`config.mk`:
```
export PLATFORM = sky130hd
export DESIGN_NAME = preset_position_stepper_top
export DESIGN_NICKNAME = d
export VERILOG_FILES = /design/src/sv/ppst_pkg.sv /design/src/sv/preset_position_stepper_top.sv /design/src/sv/ppst_ram.sv
export SDC_FILE = /design/constraint.sdc
export NUM_CORES = 1
export LEC_CHECK = 0
export BUFFER_PORTS_ARGS = -buffer_cell sky130_fd_sc_hd__buf_4
export CORE_ASPECT_RATIO = 2
export CORE_MARGIN = 10
export CORE_UTILIZATION = 61
export DETAILED_ROUTE_END_ITERATION = 6
export GPL_TIMING_DRIVEN = 0
export PLACE_DENSITY = 0.83
export SYNTH_ARGS = -nofsm -noshare
export SYNTH_HDL_FRONTEND = slang
export SYNTH_SLANG_ARGS = --single-unit
```
`constraint.sdc`:
```
create_clock -name aclk -period 10 [get_ports aclk]
set_input_delay 1.5 -clock aclk [delete_from_list [all_inputs] [get_ports aclk]]
set_output_delay 1.5 -clock aclk [all_outputs]
set_load 0.01 [all_outputs]
```
`src/sv/ppst_pkg.sv`:
```
// Package for the preset position stepper: command codes, field widths and
// reset constants. No dependencies.

package ppst_pkg;

    localparam int POS_W = 16;
    localparam int TOL_W = 15;
    localparam int SEL_IN_W = 5;
    localparam int OUT_IDX_W = 5;
    localparam int OUT_CNT_W = 5;

    localparam int S_TDATA_W = 24;
    localparam int M_TDATA_W = 32;

    localparam logic [TOL_W-1:0] TOL_RESET = 15'd25;
    localparam logic [TOL_W-1:0] TOL_MIN = 15'd1;

    typedef logic [1:0] cmd_t;

    localparam cmd_t CMD_CLEAR = 2'd0;
    localparam cmd_t CMD_ADD = 2'd1;
    localparam cmd_t CMD_SELECT = 2'd2;
    localparam cmd_t CMD_STEP = 2'd3;

    typedef logic signed [POS_W-1:0] pos_t;

endpackage

```
`src/sv/preset_position_stepper_top.sv`:
```
// Preset position stepper: top level with command sequencer and scan logic.
// Depends on ppst_pkg and ppst_ram (preset table storage).
//
// Usage:
//   s_* channel: one beat per command (clear, add, select, step). s_tready
//   is high only while the sequencer is idle; it does not wait for the
//   result register, so a new beat is taken while a result is still pending.
//   m_* channel: exactly one result beat per command, held in an output
//   register until the receiver takes it. A stalled receiver only stops the
//   sequencer when the next result is ready and the register is still full.
//   cfg_* channel: writes the tolerance register (0 is stored as 1); always
//   ready. Write it only while the block is idle; this is not enforced.
// Sequencing:
//   clear, add and select go straight to the fetch and data states.
//   step scans the table through the memory's single read port, one entry a
//   cycle: a window scan, then, if it finds no entry, an above scan.
// Reset (aresetn low, synchronous): count 0, selected index 0, tolerance 25,
//   no result pending. Table contents are not cleared; only entries below
//   the count are ever read.

module preset_position_stepper_top #(
    parameter int MAX_PRESETS = 16
) (
    input  logic        aclk,
    input  logic        aresetn,
    input  logic        s_tvalid,
    output logic        s_tready,
    // [15:0] position, [16] direction_up, [21:17] select_index, [23:22] zero
    input  logic [23:0] s_tdata,
    // [1:0] cmd
    input  logic [1:0]  s_tuser,
    output logic        m_tvalid,
    input  logic        m_tready,
    // [4:0] result_index, [20:5] target_position, [25:21] preset_count,
    // [31:26] zero
    output logic [31:0] m_tdata,
    // [0] add_dropped
    output logic [0:0]  m_tuser,
    input  logic        cfg_valid,
    output logic        cfg_ready,
    input  logic [14:0] cfg_data
);

    localparam int IDX_W = (MAX_PRESETS > 1) ? $clog2(MAX_PRESETS) : 1;
    localparam int CNT_W = $clog2(MAX_PRESETS + 1);
    localparam int SEL_W = IDX_W + 1;
    localparam int CMP_W = (CNT_W > 4) ? CNT_W : 4;
    localparam int POS_W = ppst_pkg::POS_W;
    localparam int TOL_W = ppst_pkg::TOL_W;

    localparam logic [2:0] ST_IDLE = 3'd0;
    localparam logic [2:0] ST_SCAN1 = 3'd1;
    localparam logic [2:0] ST_SCAN2 = 3'd2;
    localparam logic [2:0] ST_FETCH = 3'd3;
    localparam logic [2:0] ST_DATA = 3'd4;

    localparam logic [CNT_W-1:0] CNT_MAX = CNT_W'(MAX_PRESETS);
    localparam logic signed [SEL_W-1:0] SEL_NONE = '1;

    logic [2:0]              state_reg, state_next;
    logic [CNT_W-1:0]        count_reg, count_next;
    logic signed [SEL_W-1:0] sel_reg, sel_next;
    logic [TOL_W-1:0]        tol_reg, tol_next;
    ppst_pkg::pos_t          pos_reg, pos_next;
    logic                    up_reg, up_next;
    logic                    drop_reg, drop_next;
    logic [CNT_W-1:0]        scan_idx_reg, scan_idx_next;
    logic                    rd_vld_reg, rd_vld_next;
    logic [IDX_W-1:0]        rd_idx_reg, rd_idx_next;

    logic                    m_valid_reg, m_valid_next;
    logic [31:0]             m_data_reg, m_data_next;
    logic                    m_drop_reg, m_drop_next;

    logic                    s_accept;
    ppst_pkg::cmd_t          in_cmd;
    ppst_pkg::pos_t          in_pos;
    logic                    in_up;
    logic signed [4:0]       in_sel;
    logic                    in_sel_ok;

    logic                    ram_we;
    logic                    ram_re;
    logic [IDX_W-1:0]        ram_raddr;
    logic [POS_W-1:0]        ram_q;
    ppst_pkg::pos_t          entry;

    logic signed [POS_W:0]   diff;
    logic [POS_W:0]          abs_diff;
    logic                    hit_win;
    logic                    hit_above;
    logic                    last_entry;
    logic                    in_scan;
    logic                    scan_leave;
    logic                    issue;
    logic                    sel_ok;
    logic                    out_load;
    ppst_pkg::pos_t          target;
    logic signed [SEL_W-1:0] ri_sel;
    logic signed [SEL_W-1:0] ri_up;
    logic signed [SEL_W-1:0] ri_dn;
    logic signed [ppst_pkg::OUT_IDX_W-1:0] out_idx;

    assign in_cmd = s_tuser;
    assign in_pos = s_tdata[15:0];
    assign in_up = s_tdata[16];
    assign in_sel = s_tdata[21:17];
    assign in_sel_ok = !in_sel[4] && (CMP_W'(in_sel[3:0]) < CMP_W'(count_reg));

    assign s_tready = (state_reg == ST_IDLE);
    assign s_accept = s_tvalid && s_tready;
    assign cfg_ready = 1'b1;

    assign m_tvalid = m_valid_reg;
    assign m_tdata = m_data_reg;
    assign m_tuser = m_drop_reg;

    assign ram_we = s_accept && (in_cmd == ppst_pkg::CMD_ADD) && (count_reg != CNT_MAX);

    ppst_ram #(
        .WIDTH (POS_W),
        .DEPTH (MAX_PRESETS)
    ) u_table (
        .aclk  (aclk),
        .we    (ram_we),
        .waddr (count_reg[IDX_W-1:0]),
        .wdata (in_pos),
        .re    (ram_re),
        .raddr (ram_raddr),
        .rdata (ram_q)
    );

    // Scan evaluation on the entry that came back from the previous read
    assign entry = ram_q;
    assign diff = (POS_W+1)'(entry) - (POS_W+1)'(pos_reg);
    assign abs_diff = diff[POS_W] ? (POS_W+1)'(-diff) : (POS_W+1)'(diff);
    assign hit_win = abs_diff < (POS_W+1)'(tol_reg);
    assign hit_above = entry > pos_reg;
    assign last_entry = (CNT_W'(rd_idx_reg) + CNT_W'(1)) == count_reg;

    assign ri_sel = SEL_W'(rd_idx_reg);
    assign ri_up = ri_sel + SEL_W'(1);
    assign ri_dn = ri_sel - SEL_W'(1);

    assign in_scan = (state_reg == ST_SCAN1) || (state_reg == ST_SCAN2);
    assign scan_leave = in_scan && rd_vld_reg
        && (last_entry || ((state_reg == ST_SCAN1) ? hit_win : hit_above));
    assign issue = in_scan && !scan_leave && (scan_idx_reg < count_reg);

    assign sel_ok = !sel_reg[SEL_W-1] && (CNT_W'(sel_reg[IDX_W-1:0]) < count_reg);
    assign ram_re = issue || ((state_reg == ST_FETCH) && sel_ok);
    assign ram_raddr = (state_reg == ST_FETCH) ? sel_reg[IDX_W-1:0]
                                               : scan_idx_reg[IDX_W-1:0];

    assign target = rd_vld_reg ? ppst_pkg::pos_t'(ram_q) : '0;
    assign out_load = (state_reg == ST_DATA) && (!m_valid_reg || m_tready);
    assign out_idx = ppst_pkg::OUT_IDX_W'(sel_reg);

    always_comb begin
        state_next = state_reg;
        count_next = count_reg;
        sel_next = sel_reg;
        pos_next = pos_reg;
        up_next = up_reg;
        drop_next = drop_reg;
        scan_idx_next = scan_idx_reg;
        rd_vld_next = 1'b0;
        rd_idx_next = rd_idx_reg;
        tol_next = tol_reg;

        if (cfg_valid) begin
            tol_next = (cfg_data == '0) ? ppst_pkg::TOL_MIN : cfg_data;
        end

        case (state_reg)
            ST_IDLE: begin
                if (s_accept) begin
                    pos_next = in_pos;
                    up_next = in_up;
                    drop_next = 1'b0;
                    state_next = ST_FETCH;
                    case (in_cmd)
                        ppst_pkg::CMD_CLEAR: begin
                            count_next = '0;
                            sel_next = '0;
                        end
                        ppst_pkg::CMD_ADD: begin
                            if (count_reg == CNT_MAX) begin
                                drop_next = 1'b1;
                            end else begin
                                count_next = count_reg + CNT_W'(1);
                            end
                        end
                        ppst_pkg::CMD_SELECT: begin
                            sel_next = in_sel_ok ? SEL_W'(in_sel[3:0]) : SEL_NONE;
                        end
                        default: begin
                            if (count_reg == '0) begin
                                sel_next = SEL_NONE;
                            end else begin
                                scan_idx_next = '0;
                                state_next = ST_SCAN1;
                            end
                        end
                    endcase
                end
            end
            ST_SCAN1: begin
                if (rd_vld_reg && hit_win) begin
                    if (up_reg) begin
                        sel_next = last_entry ? ri_sel : ri_up;
                    end else begin
                        sel_next = (rd_idx_reg == '0) ? SEL_W'(0) : ri_dn;
                    end
                    state_next = ST_FETCH;
                end else if (rd_vld_reg && last_entry) begin
                    // window pass found nothing: start the above-position pass
                    scan_idx_next = '0;
                    state_next = ST_SCAN2;
                end
            end
            ST_SCAN2: begin
                if (rd_vld_reg && hit_above) begin
                    if (up_reg) begin
                        sel_next = ri_sel;
                    end else begin
                        sel_next = (rd_idx_reg == '0) ? SEL_NONE : ri_dn;
                    end
                    state_next = ST_FETCH;
                end else if (rd_vld_reg && last_entry) begin
                    sel_next = up_reg ? SEL_NONE : ri_sel;
                    state_next = ST_FETCH;
                end
            end
            ST_FETCH: begin
                rd_vld_next = sel_ok;
                state_next = ST_DATA;
            end
            ST_DATA: begin
                // hold the read data until the result register frees up
                rd_vld_next = rd_vld_reg;
                if (out_load) begin
                    state_next = ST_IDLE;
                end
            end
            default: begin
                state_next = ST_IDLE;
            end
        endcase

        if (issue) begin
            rd_vld_next = 1'b1;
            rd_idx_next = scan_idx_reg[IDX_W-1:0];
            scan_idx_next = scan_idx_reg + CNT_W'(1);
        end
    end

    always_comb begin
        m_valid_next = m_valid_reg;
        m_data_next = m_data_reg;
        m_drop_next = m_drop_reg;
        if (out_load) begin
            m_valid_next = 1'b1;
            m_data_next = {6'd0, ppst_pkg::OUT_CNT_W'(count_reg), target, out_idx};
            m_drop_next = drop_reg;
        end else if (m_tready) begin
            m_valid_next = 1'b0;
        end
    end

    always_ff @(posedge aclk) begin
        if (!aresetn) begin
            state_reg <= ST_IDLE;
            count_reg <= '0;
            sel_reg <= '0;
            tol_reg <= ppst_pkg::TOL_RESET;
            rd_vld_reg <= 1'b0;
            scan_idx_reg <= '0;
            m_valid_reg <= 1'b0;
        end else begin
            state_reg <= state_next;
            count_reg <= count_next;
            sel_reg <= sel_next;
            tol_reg <= tol_next;
            rd_vld_reg <= rd_vld_next;
            scan_idx_reg <= scan_idx_next;
            m_valid_reg <= m_valid_next;
        end
    end

    always_ff @(posedge aclk) begin
        pos_reg <= pos_next;
        up_reg <= up_next;
        drop_reg <= drop_next;
        rd_idx_reg <= rd_idx_next;
        m_data_reg <= m_data_next;
        m_drop_reg <= m_drop_next;
    end

`ifndef SYNTHESIS
    a_count_bound: assert property (@(posedge aclk) disable iff (!aresetn)
        count_reg <= CNT_MAX)
        else $error("preset count above table depth");

    a_sel_range: assert property (@(posedge aclk) disable iff (!aresetn)
        (sel_reg == SEL_NONE) || (sel_reg == '0) || sel_ok)
        else $error("selected index outside table");

    a_tol_nonzero: assert property (@(posedge aclk) disable iff (!aresetn)
        tol_reg != '0)
        else $error("tolerance is zero");

    a_scan_nonempty: assert property (@(posedge aclk) disable iff (!aresetn)
        in_scan |-> (count_reg != '0))
        else $error("scan running on empty table");

    a_accept_busy: assert property (@(posedge aclk) disable iff (!aresetn)
        s_accept |=> (state_reg != ST_IDLE))
        else $error("sequencer idle right after accepting a beat");
`endif

endmodule

```
`src/sv/ppst_ram.sv`:
```
// Generic single-port-write, single-port-read RAM with a registered read.
// No dependencies.

module ppst_ram #(
    parameter int WIDTH = 16,
    parameter int DEPTH = 16
) (
    input  logic                                      aclk,
    input  logic                                      we,
    input  logic [(DEPTH > 1 ? $clog2(DEPTH) : 1)-1:0] waddr,
    input  logic [WIDTH-1:0]                          wdata,
    input  logic                                      re,
    input  logic [(DEPTH > 1 ? $clog2(DEPTH) : 1)-1:0] raddr,
    output logic [WIDTH-1:0]                          rdata
);

    logic [WIDTH-1:0] mem [DEPTH];

    always_ff @(posedge aclk) begin
        if (we) begin
            mem[waddr] <= wdata;
        end
        if (re) begin
            rdata <= mem[raddr];
        end
    end

endmodule
```
==> metrics list, run 1 <==
- In this run the tightest slew margin relative to its limit is 5.79%.
- The final layout contains routed wiring with a total length of approximately 38000 um.
- The first global-routing pass estimated between 50000 and 60000 um of wire.
- For this configuration, the core starts out at a cell density of 61.7%.
* Total of fill cells in the finished design: 1652
- Hold wc startpoint: count_reg[2]
- Cell count after synthesis: between 1000 and 1500
- Clock root buffer master: sky130_fd_sc_hd__clkbuf_16
- # hold bufs at CTS: 0
- The synthesized design contains 356 register bits.
- Final slew viol count: 0
- For hold timing, the worst endpoint is m_tdata[23].
- In this run, the number of DRC markers left after iteration 0 of detailed routing was 678.
- TritonCTS created 30 clock buffers.
- In this run the core area contains 84 standard-cell rows.
- Required time at the endpoint of the critical path: 10.14 ns
- Leading post-synthesis cells by cell area: sky130_fd_sc_hd__edfxtp_1 60%, sky130_fd_sc_hd__mux4_2 8.9%, sky130_fd_sc_hd__dfxtp_1 4.3%
- Transition time at the pin with the least slew margin: 1.41 ns
* Result of the run: finished, final reports clean
- R2R Path End: u_table.rdata[9]
- The worst hold path passes through 0 cells.
- Yosys mapped a number of flops with a built-in enable equal to 321.
- Once the clock tree was built, the setup fixing pass inserted 0 buffers.
- Global-route congestion overflow total: 0
- For this run, asynchronously set or reset flops after synthesis account for 0%.
- Yosys printed 0 warnings.
- In the synthesized netlist, the cells that appear most often are 321 x sky130_fd_sc_hd__edfxtp_1, 97 x sky130_fd_sc_hd__nand2_1, 68 x sky130_fd_sc_hd__nor2_1.
- The total area inside the core boundary comes to ~0.026 sq mm.
* Final critical-path share of the clock period: 61.9%
- CP Class: register to register
* Antenna violations before repair: 0
* Register containing the most flip-flops in the final layout: u_table.mem
- Via count of the first global-routing pass: 10500
- Setup violations remaining at the end of the flow were counted as 0.
* Quantity of I/O buffers inserted on ports: 71
- Once layout is complete, the utilization of the core stands at between 60% and 70%.
* Sequential fraction of the synthesis area: between 60 and 70%
* Full die area: 0.0338 sq mm
- IR analysis of the VDD net gives a maximum drop of 0.000142 V.
* Number of inserted diodes: 0
* Average cell area after synthesis: 14.5 sq um
- Final critical delay including setup and external delays: 6.19 ns
* Clock latency of the later-clocked register in the worst-skew pair: 0.58 ns
* Synthesized area: 0.0161 sq mm
- Post-DR vias/cell: 6.17
* Count of unresolved DRC violations after routing: 0
- The detail route stage leaves a number of antenna-violating nets equal to 0.
* Vias after detailed routing: slightly below 10000
* Overall Global Routing Usage: 22.2%
* Setup_tns: 0 ns
- Startpoint of the worst register-to-register path: u_table.rdata[0]
- Critical path fanouts, max: 16
- After clock tree synthesis, the clock-pin slew on the worst setup and hold paths is 0.07 ns.
* Maximum number of pins on one net before global-route repair: 28
- Post-CTS repair changed the size of 0 cells.
- The setup check on the worst reg-to-reg path leaves a slack of approximately 3.8 ns.
* Crit start category: register
* Count of clock tree sinks: 356
- Walking the worst path, the cells encountered are inv_1 > ha_1 > fa_1 > nand2b_1 > a21oi_1 > a41oi_1 > a31oi_1 > a21oi_1 > nand3_1 > o21a_1 > a31oi_1 > xnor2_1 > ha_1 > a21o_1 > a21o_1 > a21oi_1 > o21ai_0 > o211ai_1 > nand4b_1 > nor4_4 > nand2b_1 > nand2_1.
* Number of maximum-capacitance violations: 0
* Path class of the lowest-slack min-delay path: register to register
* Proportion of layout cells with a drive suffix above 1: 19.7%
- Cells on worst reg2reg path: 22
* I/O pin count: 82
- For the worst setup path, the data arrival time is 6.33 ns.
- The register with the most flip-flops in the layout has 256 of them.
- Detailed-placement wirelength estimate: 27300 um
- From left edge to right edge, the die measures 135 um.
* LEAKAGE: 0.00646 uW
- The worst setup path is captured at a register.
- Slowest cell delay on critical path: 0.51 ns
* Most frequent cell on the critical path: sky130_fd_sc_hd__a21oi_1
- The share of synthesized area in the top cell type comes to 59.7%.
- The net count of the finished layout is 1327.
- DRT Pass-1 Iters: 6
- Die height: 250 um
* Dominant cell type by area after synthesis: sky130_fd_sc_hd__edfxtp_1
- Layout Area Growth over Synthesis: 13.2%
* WL per Instance: 23.6 um
* Longest Clk Path Bufs: 3
* TritonCTS clock tree: built
* Top FF cell, synth: sky130_fd_sc_hd__edfxtp_1
- The slowest stage of the critical path belongs to the cell sky130_fd_sc_hd__nand2_1.
* Pwr dens: 219 mW/mm^2
- Post-Route Skew: 0.0187 ns
- At the end of routability-driven placement, the weighted congestion stood at 0.930.
* Cell with the most instances after synthesis: sky130_fd_sc_hd__edfxtp_1
- Number of distinct library cell variants in the gate-level netlist after synthesis: 76
* # H-tree levels: 1
- Peak clock frequency supported by timing: approximately 160 MHz
- The count of final hold-check violations is 0.
* RSZ-0062 raised after global routing: no
[power by group]
part | leakage [uW] | total (uW) | switching, uW | internal [uW]
Sequential | 0.00319 | 1730 | 35.5 | 1700
Combinational | 0.00278 | 1070 | 633 | 438
Clock | 0.000496 | 1190 | 523 | 671
Total | 0.00646 | 4000 | 1190 | 2810
[how the worst max path moves through the flow]
| stage | startpoint | to | slack, ns | depth (start not counted) |
|---|---|---|---|---|
| after floorplan | pos_reg[0] | u_table.rdata[0] | 5.22 | 21 |
| after global placement | pos_reg[0] | u_table.rdata[10] | 4.12 | 21 |
| after detailed placement | u_table.rdata[0] | u_table.rdata[7] | 3.94 | 22 |
| after CTS | pos_reg[0] | u_table.rdata[12] | 3.90 | 21 |
| after global routing | u_table.rdata[0] | u_table.rdata[13] | 3.46 | 22 |
| final | u_table.rdata[0] | u_table.rdata[9] | 3.81 | 22 |
[placed cells by master, fill, tap and decap left out, types with 11 or more instances in the layout]
cell / instances
sky130_fd_sc_hd__a211oi_1: 24
sky130_fd_sc_hd__clkbuf_16: 31
sky130_fd_sc_hd__dfxtp_1: 35
sky130_fd_sc_hd__a21oi_1: 45
sky130_fd_sc_hd__buf_2: 11
sky130_fd_sc_hd__clkbuf_1: 39
sky130_fd_sc_hd__mux4_2: 64
sky130_fd_sc_hd__mux2i_1: 17
sky130_fd_sc_hd__xnor2_1: 26
sky130_fd_sc_hd__buf_4: 81
sky130_fd_sc_hd__ha_1: 50
sky130_fd_sc_hd__inv_1: 48
sky130_fd_sc_hd__xor2_1: 12
sky130_fd_sc_hd__nor2_2: 12
sky130_fd_sc_hd__and2_1: 34
sky130_fd_sc_hd__nand2b_1: 13
sky130_fd_sc_hd__o21ai_0: 29
sky130_fd_sc_hd__nand3_1: 15
sky130_fd_sc_hd__nor2_1: 55
sky130_fd_sc_hd__edfxtp_1: 321
sky130_fd_sc_hd__a31oi_1: 24
sky130_fd_sc_hd__nand2_1: 97
sky130_fd_sc_hd__a21o_1: 12
[per-stage QoR]
step	hold WS, ns	power (uW)	cells	setup WS (ns)	area, sq um
global route	0.447	4180	1598	3.46	18300
floorplan	0.400	2530	1119	5.22	16200
CTS	0.430	4010	1598	3.90	18300
detailed placement	0.415	2830	1542	3.94	17300
global placement	0.405	2790	1534	4.12	17100
finish	0.429	4000	1598	3.81	18300
[area by class of cell]
type	instances	area, sq um	share of cell area, %
buffer	59	270	1.48
inverter	48	180	0.986
multi-input combinational	656	5430	29.7
timing repair buffer	79	627	3.43
tap	344	430	2.36
clock inverter	20	206	1.13
clock buffer	36	795	4.35
sequential	356	10300	56.6
[cells by family after synthesis]
kind of cell | Yosys count | synth area share, %
AO/OA/AOI/OAI | 187 | 7.91
XOR/XNOR | 38 | 2.06
adder cells (fa/ha/maj) | 51 | 4.00
buffers and inverters | 107 | 2.79
flip-flops | 356 | 64.1
multiplexers | 83 | 10.1
other | 2 | 0.0465
AND/OR/NAND/NOR | 290 | 9.01
[worst max-delay path: cells and delay by family, from the launching register on]
family          cells  cell delay, ns
compound gates     11            2.19
buf+inv             1            0.06
xor+xnor            1            0.17
flops               1            0.36
simple gates        6            1.98
fa+ha+maj           3            0.96
[layer usage]
| layer | part of all wire [%] | wire [um] | GRT usage, % | up-vias |
|---|---|---|---|---|
| met4 | 5.4 | 2050 | 12.1 | 0 |
| met1 | 33 | 12300 | 22.0 | 4849 |
| met3 | 4.9 | 1840 | 2.61 | 132 |
| met5 | 0 | 0 | 0 | - |
| li1 | - | - | - | 4471 |
| met2 | 57 | 21500 | 42.9 | 409 |
(Power assumes the default switching activity.)
==> inputs of run 2 (changes only) <==
--- a/config.mk
+++ b/config.mk
@@ -5,6 +5,7 @@
 export SDC_FILE = /design/constraint.sdc
 export NUM_CORES = 1
 export LEC_CHECK = 0
+export ABC_AREA = 1
 export BUFFER_PORTS_ARGS = -buffer_cell sky130_fd_sc_hd__buf_4
 export CORE_ASPECT_RATIO = 2
 export CORE_MARGIN = 10
==> constraint.sdc (replaced) <==
create_clock -name aclk -period 6.2 [get_ports aclk]
set_input_delay 0.93 -clock aclk [delete_from_list [all_inputs] [get_ports aclk]]
set_output_delay 0.93 -clock aclk [all_outputs]
set_load 0.01 [all_outputs]
==> run 2 against run 1 <==
Compared with the run above: clock power up 54%; synthesized cell count up 37%; maximum frequency up 18%; largest power group unchanged; via count up 31%; clock skew up 0.012 ns; worst setup slack worse by 2.9 ns; utilization up 1.0 points; non-clock buffer count up 16; wire length up 31%; worst hold slack better by 0.0095 ns.
==> metrics list, run 2 <==
- The run finished with clean final reports.
* Final antenna-violating net count: 0
* Final count of hold timing violations: 0
* Pwr dens: 382 mW/mm^2
- At the end of the flow, the number of nets in the layout was 1753.
- In this run the deepest clock path goes through 3 buffers.
- In this run, synthesis produced a sequential element count of 356.
* Post-synth top cells: 321 x sky130_fd_sc_hd__edfxtp_1, 213 x sky130_fd_sc_hd__nor2_1, 208 x sky130_fd_sc_hd__nand2_1
* Area after DPL: between 0.015 and 0.02 sq mm
- Number of warnings printed during yosys synthesis: 0
* Total Routed Length: 49300 um
- Clock skew on the completed layout was measured at 0.0307 ns.
- Summed over all nets, the half-perimeter wirelength after detailed placement is 35300 um.
- Dividing the detail-routed via count by the number of cells gives 6.38.
- CP delay by family, top: simple AND/OR/NAND/NOR gates
- Global routing used around 28% of the available tracks across all layers.
- Dominant cell type by area after synthesis: sky130_fd_sc_hd__edfxtp_1
- Global routing consumed, on the met3 layer, 5.67% of the routing resources.
- Core region area: approximately 0.026 sq mm
* Site row count: 84
* Initial cell density of the core: between 60% and 70%
- Leading post-synthesis cells by cell area: sky130_fd_sc_hd__edfxtp_1 59%, sky130_fd_sc_hd__nor2_1 4.9%, sky130_fd_sc_hd__nand2_1 4.8%
- LEAKAGE: 0.00710 uW
- Of all nets on the critical path, the largest fanout is 16.
- TritonCTS Buffers: 30
- VDD sags by at most 0.000261 V.
- Clock latency of the later-clocked register in the worst-skew pair: 0.59 ns
- The worst path in the final design needs a cycle of between 5 and 6 ns, including I/O delays and setup.
- The floorplan step set the die height to 252 um.
* Hold wc startpoint: drop_reg
- Met2 routing resource usage after global routing: 51.3%
- WL per Instance: 24.4 um
- Count of unresolved DRC violations after routing: 0
- The top cell type by area accounts for 58.8% of the synthesized area.
- At the pin with the least slew margin, the transition time is 0.944 ns.
* CP Class: register to register
* Peak clock frequency supported by timing: 190 MHz
- Final Instance Area: 0.0187 sq mm
- Buffers inserted to repair hold after CTS numbered 0.
- Ranked by flip-flop count, first place goes to u_table.mem.
* DRT Pass-1 Iters: 6
- Busiest layer in global routing: met2
- Average cell area after synthesis: between 10 and 15 sq um
- Final setup violation count: 0
- In this design, the critical path's most frequently occurring cell is sky130_fd_sc_hd__nand2_1.
- CTS built an H-tree with a depth of 1.
- The worst pin sits at a relative slew slack of 36.7%.
- Summing the sequential cell areas from Yosys gives between 60 and 70% of the chip area.
- Horizontal die dimension: 136 um
- Clock-pin slew was measured on the worst setup and hold paths at 0.07 ns.
- The congestion estimate from routability-driven global placement came to 0.974.
- Max FFs per register: roughly 260
* Top FF cell, synth: sky130_fd_sc_hd__edfxtp_1
* Crit start category: register
- TritonCTS built the clock tree.
- 82 I/O pins were placed.
- Setup repair after global routing left no endpoint under its margin.
- Initial DRC Count: approximately 1500
- In the final timing run, aggregate negative setup slack is 0 ns.
- Quantity of I/O buffers inserted on ports: 72
- For this run, asynchronously set or reset flops after synthesis account for 0%.
- Crit path from: pos_reg[0]
* Type of destination of the critical path: register
* Via count of the first global-routing pass: 13100
- Most common cell after layout, fill and taps aside: sky130_fd_sc_hd__edfxtp_1
- Final slew viol count: 0
* Count of clock tree sinks: 356
- Synthesis handed over a netlist of 1529 instances.
- Post-CTS setup repair buffer count: 0
* Number of maximum-capacitance violations: 0
* Vias after detailed routing: 12900
- For this run, the slowest stage of the critical path takes 0.45 ns.
- Synthesized area: ~0.016 sq mm
- The area growth from synthesis to layout is 14.1%.
* Required time at the endpoint of the critical path: 6.34 ns
- The first global-routing pass estimated 73300 um of wire.
- Among all stages on the critical path, the largest delay is contributed by sky130_fd_sc_hd__nand2_1.
- The post-route netlist has between 10% and 20% of its cells at a drive strength greater than 1.
- Synthesis instantiated 49 different standard cells from the library.
* Number of enable flip-flop cells after synthesis: 321
- The startpoint identified for the worst register-to-register timing path is pos_reg[0].
* Maximum number of pins on one net before global-route repair: 28
- Full die area: 0.0342 sq mm
- Global-route congestion overflow total: 0
- Among all cell types in the netlist, the one instantiated most often is sky130_fd_sc_hd__edfxtp_1.
* Clock root buffer master: sky130_fd_sc_hd__clkbuf_16
* Combined buffer and inverter count along the critical path: 3
- Number of inserted diodes: 0
* Arrival time at the worst endpoint: 5.41 ns
- For this run, global-route usage on met1 was measured as 26.5%.
- Final critical-path share of the clock period: 85.0%
* Number of instances resized during post-cts repair: 0
* Antenna violations before repair: 0
* Path class of the lowest-slack min-delay path: register to register
- Top library cells by usage in the layout, fill and taps aside: 321 x sky130_fd_sc_hd__edfxtp_1, 208 x sky130_fd_sc_hd__nand2_1, 196 x sky130_fd_sc_hd__nor2_1
-- run 2: cell types whose count changed in the layout (fill, tap and decap cells not counted), sizes merged, moves of 36 or more --
cell / delta
nor2: +152
o21ai: +131
nand2: +126
inv: +106
mux4: -64
nand3: +51
o221ai: +44
and2: -36
-- run 2: cell families (layout without fill, tap and decap cells) --
kind of cell,count (synthesis),after routing,share of synthesized area [%]
and+or+nand+nor,553,553,14.3
DFF,356,356,63.1
AOI/OAI and AO/OA,325,325,12.0
buffers and inverters,220,361,5.34
adders and majority gates,51,51,3.94
xor gates and xnor gates,22,22,1.27
other,2,7,0.0458
-- run 2: per-stage QoR --
step | cells | setup slack, ns | hold slack [ns] | utilization, % | power, uW
3_5_place_dp | 1968 | 0.985 | 0.422 | 67.3 | 5260
4_1_cts | 2019 | 0.948 | 0.438 | 70.8 | 7060
5_1_grt | 2019 | 0.526 | 0.436 | 70.8 | 7460
6_report | 2019 | 0.932 | 0.439 | 70.8 | 7140
2_1_floorplan | 1534 | 2.04 | 0.400 | - | 4530
3_3_place_gp | 1950 | 0.405 | 0.408 | 65.9 | 5140
-- run 2: cell type report --
cell class                      count  area, sq um
Clock inverter                     14          150
Buffer                             64          289
Multi-Input combinational cell    958         5240
Tap cell                          344          430
Sequential cell                   356        10300
Inverter                          156          586
Clock buffer                       37          777
Fill cell                        1844         7690
Timing Repair Buffer               90          878
-- run 2: path summary, 6_finish.rpt --
kind / end / slack [ns] / cells after the start
hold reg to reg: m_tuser / 0.44 / 0
setup / recovery: u_table.rdata[14] / 0.93 / 30
setup reg to reg: u_table.rdata[14] / 0.93 / 30
hold / removal: m_tuser / 0.44 / 0
-- run 2: where the power goes --
part / total, uW / internal, uW / switching (uW)
combinational: 2450 / 788 / 1670
sequential: 2850 / 2770 / 81.2
clock: 1830 / 976 / 858
total: 7140 / 4530 / 2600
-- run 2: routing by layer --
layer	vias to the layer above	wire length, um
li1	5631	-
met1	6035	14600
met2	904	25800
met3	315	4250
met4	0	4640
met5	-	0
